[src/hdl/npci_pkg.sv]
`timescale 1ns / 1ps
`default_nettype none
// ----------------------------------------------------------------------------
// npci_pkg
// Shared types, constants and functions of the nearest palette color index
// block.
// ----------------------------------------------------------------------------
package npci_pkg;

    localparam int PALETTE_ENTRIES_DEF = 256;
    localparam int COMP_W = 8;
    localparam int INDEX_W = 8;
    localparam int DIST_W = 18;

    typedef logic [COMP_W-1:0]  comp_t;
    typedef logic [INDEX_W-1:0] index_t;
    typedef logic [DIST_W-1:0]  dist_t;

    // Three times the square of the largest component difference.
    localparam dist_t DIST_LIMIT = 18'd195075;

    typedef enum logic {
        KIND_LOAD  = 1'b0,
        KIND_PIXEL = 1'b1
    } kind_t;

    typedef struct packed {
        comp_t blue;
        comp_t green;
        comp_t red;
    } color_t;

    typedef struct packed {
        kind_t  kind;
        index_t entry_index;
        color_t pixel;
        index_t best_index;
        dist_t  best_dist;
        color_t best_color;
    } item_t;

    function automatic color_t default_color(index_t idx);
        color_t c;
        c.blue  = {idx[7:6], 6'b0};
        c.green = {idx[5:3], 5'b0};
        c.red   = {idx[2:0], 5'b0};
        return c;
    endfunction

    function automatic logic [2*COMP_W-1:0] sq_diff(comp_t a, comp_t b);
        comp_t d;
        d = (a > b) ? (a - b) : (b - a);
        return (2*COMP_W)'(d) * (2*COMP_W)'(d);
    endfunction

    function automatic dist_t color_dist(color_t a, color_t b);
        return DIST_W'(sq_diff(a.blue, b.blue)) + DIST_W'(sq_diff(a.green, b.green))
             + DIST_W'(sq_diff(a.red, b.red));
    endfunction

endpackage
`default_nettype wire

[src/hdl/npci_cell.sv]
`timescale 1ns / 1ps
`default_nettype none
// ----------------------------------------------------------------------------
// npci_cell
// One palette entry with its two pipeline stages. The first stage measures
// the distance from the passing pixel to the entry; the second keeps the
// better of that entry and the best match so far. A load item that names
// this entry overwrites it as the item passes.
// ----------------------------------------------------------------------------
module npci_cell #(
    parameter int INDEX = 0
) (
    input  wire logic            clk,
    input  wire logic            rst_n,
    input  wire logic            en,
    input  wire logic            in_valid,
    input  wire npci_pkg::item_t in_item,
    output logic                 out_valid,
    output npci_pkg::item_t      out_item
);

    npci_pkg::color_t entry_reg;
    logic             v1_reg;
    logic             v2_reg;
    npci_pkg::item_t  it1_reg;
    npci_pkg::item_t  it2_reg;
    npci_pkg::item_t  it2_next;
    npci_pkg::dist_t  dist_reg;
    npci_pkg::dist_t  dist_next;
    npci_pkg::color_t cand_reg;
    logic             write_hit;

    assign dist_next = npci_pkg::color_dist(in_item.pixel, entry_reg);
    assign write_hit = en && in_valid && (in_item.kind == npci_pkg::KIND_LOAD)
                       && (in_item.entry_index == npci_pkg::INDEX_W'(INDEX));

    always_comb
    begin
        it2_next = it1_reg;
        if ((it1_reg.kind == npci_pkg::KIND_PIXEL)
            && ((INDEX == 0) || (dist_reg < it1_reg.best_dist)))
        begin
            it2_next.best_dist  = dist_reg;
            it2_next.best_index = npci_pkg::INDEX_W'(INDEX);
            it2_next.best_color = cand_reg;
        end
    end

    always_ff @(posedge clk or negedge rst_n)
    begin
        if (!rst_n)
        begin
            v1_reg <= 1'b0;
            v2_reg <= 1'b0;
        end
        else if (en)
        begin
            v1_reg <= in_valid;
            v2_reg <= v1_reg;
        end
    end

    always_ff @(posedge clk or negedge rst_n)
    begin
        if (!rst_n)
        begin
            entry_reg <= npci_pkg::default_color(npci_pkg::INDEX_W'(INDEX));
        end
        else if (write_hit)
        begin
            entry_reg <= in_item.pixel;
        end
    end

    always_ff @(posedge clk)
    begin
        if (en)
        begin
            it1_reg  <= in_item;
            dist_reg <= dist_next;
            cand_reg <= entry_reg;
            it2_reg  <= it2_next;
        end
    end

    assign out_valid = v2_reg;
    assign out_item  = it2_reg;

    a_entry_written: assert property (@(posedge clk) disable iff (!rst_n)
        write_hit |=> (entry_reg == $past(in_item.pixel)))
        else $error("palette entry not updated by a matching load item");

    a_best_in_range: assert property (@(posedge clk) disable iff (!rst_n)
        (v2_reg && (it2_reg.kind == npci_pkg::KIND_PIXEL))
        |-> (it2_reg.best_dist <= npci_pkg::DIST_LIMIT))
        else $error("best distance above the limit");

    a_hold_on_stall: assert property (@(posedge clk) disable iff (!rst_n)
        (!en && v2_reg) |=> (v2_reg && $stable(it2_reg)))
        else $error("cell output changed while the pipeline was held");

endmodule
`default_nettype wire

[config.mk]
export PLATFORM = sky130hd
export DESIGN_NAME = npci_cell
export DESIGN_NICKNAME = d
export VERILOG_FILES = /design/src/hdl/npci_pkg.sv /design/src/hdl/npci_cell.sv
export SDC_FILE = /design/constraint.sdc
export NUM_CORES = 1
export LEC_CHECK = 0
export BUFFER_PORTS_ARGS = -buffer_cell sky130_fd_sc_hd__buf_4
export CORE_UTILIZATION = 45
export DETAILED_ROUTE_END_ITERATION = 10
export GPL_TIMING_DRIVEN = 0
export SETUP_SLACK_MARGIN = 0.5
export SLEW_MARGIN = 10
export SYNTH_ARGS = -nofsm -noshare
export SYNTH_HDL_FRONTEND = slang
export SYNTH_SLANG_ARGS = --single-unit
export TNS_END_PERCENT = 100
[constraint.sdc]
create_clock -name clk -period 14.25 [get_ports clk]
set_input_delay 0.7125 -clock clk [delete_from_list [all_inputs] [get_ports clk]]
set_output_delay 0.7125 -clock clk [all_outputs]
set_load 0.05 [all_outputs]
==> results of run 1 <==
## cells in the mapped netlist (3+ instances only)
cell type | number | area (um2)
inv_1 | 252 | 946
edfxtp_1 | 208 | 6250
fa_1 | 138 | 2760
ha_1 | 124 | 1550
nor2_1 | 83 | 312
mux2_2 | 49 | 552
nand2_1 | 42 | 158
a21oi_1 | 40 | 200
o21ai_0 | 39 | 195
dfrtp_1 | 26 | 651
xnor2_1 | 22 | 193
mux2i_1 | 18 | 180
nand2b_1 | 18 | 113
a21o_1 | 17 | 128
clkbuf_1 | 13 | 48.8
or2_2 | 12 | 75.1
xor2_1 | 12 | 105
nor2b_1 | 11 | 68.8
buf_2 | 9 | 45.0
o21bai_1 | 9 | 67.6
and3_1 | 5 | 31.3
buf_1 | 5 | 18.8
a221o_1 | 4 | 40.0
nand3_1 | 4 | 20.0
nor3_1 | 4 | 20.0
a211oi_1 | 3 | 22.5
a31oi_1 | 3 | 18.8
nand3b_1 | 3 | 22.5
nand4_1 | 3 | 18.8
## kinds of logic (layout without fill, tap and decap cells)
family	count (synthesis)	after routing	share of synthesized area
AOI/OAI and AO/OA	134	134	0.0571
and+or+nand+nor	198	198	0.0618
buffers and inverters	282	498	0.0712
muxes	67	67	0.0484
DFF	234	234	0.456
xor gates and xnor gates	35	35	0.0208
adders and majority gates	262	262	0.285
## worst max-delay path, delay by kind of cell (launching register included)
| family | cells | cell delay, ps |
|---|---|---|
| DFF | 1 | 400 |
| xor gates and xnor gates | 1 | 730 |
| and+or+nand+nor | 3 | 500 |
| buffers and inverters | 4 | 230 |
| muxes | 2 | 500 |
| adders and majority gates | 10 | 4430 |
| AOI/OAI and AO/OA | 8 | 1980 |
## metal layers
layer | share of wire | vias up
li1 | - | 4381
met1 | 0.46 | 4401
met2 | 0.47 | 191
met3 | 0.043 | 42
met4 | 0.029 | 0
met5 | 0 | -
## worst min path at each step
stage          slack, ps       endpoint        start  cells past startpoint
2_1_floorplan        400   out_item[50]  it1_reg[50]                      0
3_3_place_gp         400   out_item[64]  it1_reg[64]                      0
3_5_place_dp         400   out_item[51]  it1_reg[51]                      0
4_1_cts               90   entry_reg[8]        rst_n                      1
5_1_grt              110   entry_reg[8]        rst_n                      1
6_report             100  entry_reg[19]        rst_n                      1
## metrics by stage
stage	hold WS [ps]	worst slack (ps)	std cells	util	instance area [um2]
floorplan	400	5850	1212	-	15100
global placement	401	4760	1824	0.517	17000
detailed placement	405	4700	1825	0.519	17000
CTS	90.1	5130	1870	0.542	17800
global route	112	4700	1870	0.542	17800
finish	99.9	5200	1870	0.542	17800
## cell type report
cell class,count,share of cell area
multi-input combinational,696,0.403
sequential,234,0.388
timing repair buffer,171,0.0737
inverter,254,0.0536
clock buffer,35,0.0390
tap,442,0.0311
buffer,28,0.00696
clock inverter,10,0.00514
==> impl_metrics.toml, run 1 <==
[outcome]
outcome = "finished, final reports clean"

[setup_path]
crit_required_ps = 14510
critPathCapture = "dist_reg[15]"
cpMaxStageDelayCell = "xor2_1"
worstSetupStartpoint = "entry_reg[16]"
cp.arrival_ps = 9310
r2r-end = "dist_reg[15]"
path_max_fanout = 10
r2r_setup_slack_ps = 5200
slowest_delay_ps = 730
reg2reg_depth = 28
cp-end-kind = "flip-flop"
critPathKind = "reg2reg"
cp_common_cell = "fa_1"
start_kind = "flip-flop"
r2r-start = "entry_reg[16]"

[sta]
slew_viol_final = 0
worst_slew_pin_slew_ps = 949
hold_viol = 0
finalCritPeriodShare = 0.635
finalSetupViolations = 0
max_freq_mhz = 110
finalSetupTns_ps = 0
worst_clock_skew_ps = 19.8
slew_headroom = 0.349
grt_setup_unrepaired = "no"
fin_crit_ps = 9050

[clock_tree]
cts_made_buffers = 26
clk_latency_ps = 550
clkTransAtPathRegs_ps = 60
cts-resized-gates = 0
cts-root-buf = "clkbuf_16"
cts_hold_buffers = 0
htreeDepth = 1
clockBufferDepth = 3
cts_tree = "built"
post_cts.repair.setup_buffers = 0
clock_sinks = 234

[drt]
routed_wl_um = 29500
ant_nets = 0
vias = 9015
wire_per_inst_um = 15.8
drc = 0
post_drt_via_cell_ratio = 4.82
drt_iter0_markers = 399
drtPass1Iterations = 5

[floorplan]
rows = 66
die_area_um2 = 34400
ios = 171
start_util = 0.462
dieWidth_um = 185
die_h_um = 185
core_area_um2 = 32800

[synth]
netlist_instances = 1212
synth.cell_area_um2 = 15100
ys_seq_area_frac = 0.456
synth_edf_count = 208
avgSynthCellArea_um2 = 12.5
ys.flop_type = "edfxtp_1"
yosysWarnings = 0
syn_nets = 1561
synth_cell_types = 60
synth-seq-cells = 234
synth_async_sr_flop_share = 0.111

[layout]
regArea_um2 = 6900
layout_common_cells = "inv_1 (252), edfxtp_1 (208), buf_4 (169), fa_1 (138), ha_1 (124)"
drive_gt1_frac = 0.202
antenna_cells = 0
filler_cell_count = 2813
fin_nets = 1760
layout_commonest_cell = "inv_1"
areaGrowthSynthToFinish_pct = 17.5
multi_input_area_um2 = 7160

[place]
port_buffers = 170
dp_hpwl_um = 23100
globalplace.congestion = 0.863

[global_routing]
grt_pass1_vias = 9223
grt_usage = 0.178
use_met1 = 0.244
grt_max_degree = 115
gr-total-overflow = 0
grt.met3_usage = 0.0267
antenna_found_initial = 0
use_met2 = 0.292
grt_pass1_wl_um = 47700
busiest_layer = "met2"

[hold_path]
worstHoldPathType = "in2async"

[run]
maxCapViolCount = 0
Power of run 1 is left out: the tool's default activity adds up to more than one toggle a clock period on the data nets, which glitch-free logic cannot reach.
==> run 2, diff against run 1 <==
Settings changed: ABC_AREA from default to 1, PLACE_DENSITY from default to 0.66.
Clock period 14.25 ns to 8.15 ns, I/O delays scaled along.
==> impl_metrics.toml, run 2 <==
[outcome]
outcome = "finished with violations"
violations = "DRC"

[synth]
synth_area_leader_cell = "edfxtp_1"
synthMuxAreaShare = 0.0300
synth_top_area_frac = 0.397
synth-compound-area-share = 0.0407
avgSynthCellArea_um2 = 10.9
netlist_instances = 1445
syn_nets = 1794
synth_simple_gate_area_frac = 0.116
synth_top_family_by_area = "adder cells"
synthAdderAreaFrac = 0.274
synth_xor_area_frac = 0.0167
synth_most_common_cell = "inv_1"
synth_cell_types = 41
yosys-top-cells-area = "edfxtp_1 (40%), fa_1 (18%), ha_1 (9.9%), inv_1 (7.4%), nand2_1 (5.5%)"
synth_async_sr_flop_share = 0.111
ys_top_cells_by_count = "inv_1 (312), nand2_1 (229), edfxtp_1 (208)"
yosysWarnings = 0
synth_edf_count = 208
ys_seq_area_frac = 0.438
synth-seq-cells = 234
synth.cell_area_um2 = 15800
ys.flop_type = "edfxtp_1"

[place]
port_buffers = 170
globalplace.congestion = 0.896
dp_hpwl_um = 24900

[setup_path]
r2r_setup_slack_ps = 870
critPathKind = "reg2reg"
crit_required_ps = 8410
path_max_fanout = 9
cp_common_cell = "fa_1"
start_kind = "flip-flop"
cp.arrival_ps = 7540
slowest_delay_ps = 550
cpMaxStageDelayCell = "fa_1"
cp-end-kind = "flip-flop"

[drt]
post_drt_via_cell_ratio = 4.78
wire_per_inst_um = 14.8
drtPass1Iterations = 8
drc = 1
vias = 10111
ant_nets = 0
routed_wl_um = 31400
drt_iter0_markers = 647

[clock_tree]
cts_tree = "built"
clock_sinks = 234
clockBufferDepth = 3
clk_latency_ps = 520
cts_made_buffers = 24
htreeDepth = 1
clkTransAtPathRegs_ps = 60
cts-root-buf = "clkbuf_16"

[sta]
slew_viol_final = 0
finalSetupTns_ps = 0
fin_crit_ps = 7280
finalSetupViolations = 0
holdWs_ps = 58.3
max_freq_mhz = 137
slew_headroom = 0.414
worst_clock_skew_ps = 11.4
worst_slew_pin_slew_ps = 879
hold_viol = 0
finalCritPeriodShare = 0.893
grt_setup_unrepaired = "no"

[hold_path]
worstHoldPathType = "in2reg"

[layout]
regArea_um2 = 6900
areaGrowthSynthToFinish_pct = 18.2
filler_cell_count = 2953
multi_input_area_um2 = 7610
layout_common_cells = "inv_1 (310), nand2_1 (225), edfxtp_1 (208), buf_4 (176), fa_1 (138)"
fin_nets = 1993
antenna_cells = 0
drive_gt1_frac = 0.205
layout_commonest_cell = "inv_1"

[global_routing]
antenna_found_initial = 0
busiest_layer = "met2"
gr-total-overflow = 0
grt_pass1_vias = 10369
grt.met3_usage = 0.0235
grt_usage = 0.183
grt_pass1_wl_um = 52100
use_met1 = 0.247
grt_max_degree = 114
use_met2 = 0.311

[run]
maxCapViolCount = 0

[floorplan]
start_util = 0.457
die_h_um = 189
die_area_um2 = 35800
rows = 68
ios = 171
core_area_um2 = 34500
dieWidth_um = 189
run 2: cell count changes in the layout (fill, tap and decap cells not counted), sizes merged, moves of 9 or more:
cell / delta
mux2i: -18
nand3: +39
nand2: +210
nor2: +23
a21o: -12
clkbuf: -12
xnor2: -9
or2: -9
nand2b: -18
nor2b: -11
inv: +73
run 2: repair_timing:
| item | 4_1_cts | 5_1_grt |
|---|---|---|
| endpoints found under the hold margin | 26 | 0 |
| resized for setup | 1 | 29 |
| hold buffers | 1 | 0 |
| pin swaps | 0 | 2 |
| buffers inserted | 0 | 1 |
| setup endpoints to repair | 2 | 10 |
run 2: worst paths after layout:
path / startpoint / end / cells past startpoint
setup / recovery: entry_reg[16] / dist_reg[15] / 29
hold / removal: in_item[0] / it1_reg[0] / 1
setup reg to reg: entry_reg[16] / dist_reg[15] / 29
hold reg to reg: it1_reg[70] / out_item[70] / 0
max in group asynchronous: rst_n / entry_reg[16] / 2
min in group asynchronous: rst_n / out_valid / 2
run 2: kinds of logic (layout without fill, tap and decap cells):
| kind of cell | after synthesis | count (layout) |
|---|---|---|
| flops | 234 | 234 |
| simple gates | 419 | 419 |
| xor+xnor | 30 | 30 |
| mux | 42 | 42 |
| compound gates | 110 | 110 |
| buf+inv | 348 | 565 |
| fa+ha+maj | 262 | 262 |
run 2: layout make-up:
cell class | count | share of cell area
Inverter | 327 | 0.0661
Clock buffer | 29 | 0.0343
Multi-Input combinational cell | 863 | 0.409
Clock inverter | 15 | 0.0123
Buffer | 21 | 0.00598
Tap cell | 455 | 0.0306
Timing Repair Buffer | 173 | 0.0714
Sequential cell | 234 | 0.371
run 2: layer usage:
metal	part of all wire	up-vias
met1	0.45	4870
met3	0.048	54
li1	-	4966
met2	0.48	221
met5	0	-
met4	0.020	0
run 2: worst max-delay path, delay by kind of cell, from the launching register on:
family / cells / cell delay, ps
AO/OA/AOI/OAI: 2 / 460
AND/OR/NAND/NOR: 9 / 920
buffers and inverters: 7 / 580
adder cells (fa/ha/maj): 10 / 4530
flip-flops: 1 / 430
XOR/XNOR: 1 / 80
run 2: per-stage QoR:
step | instance area, um2 | setup slack, ps | util | instances
floorplan | 15800 | 1260 | - | 1445
global placement | 17600 | 435 | 0.511 | 2070
detailed placement | 17600 | 392 | 0.512 | 2071
CTS | 18500 | 593 | 0.537 | 2116
global route | 18600 | 500 | 0.540 | 2117
finish | 18600 | 871 | 0.540 | 2117
Power of run 2 is left out for the same reason.
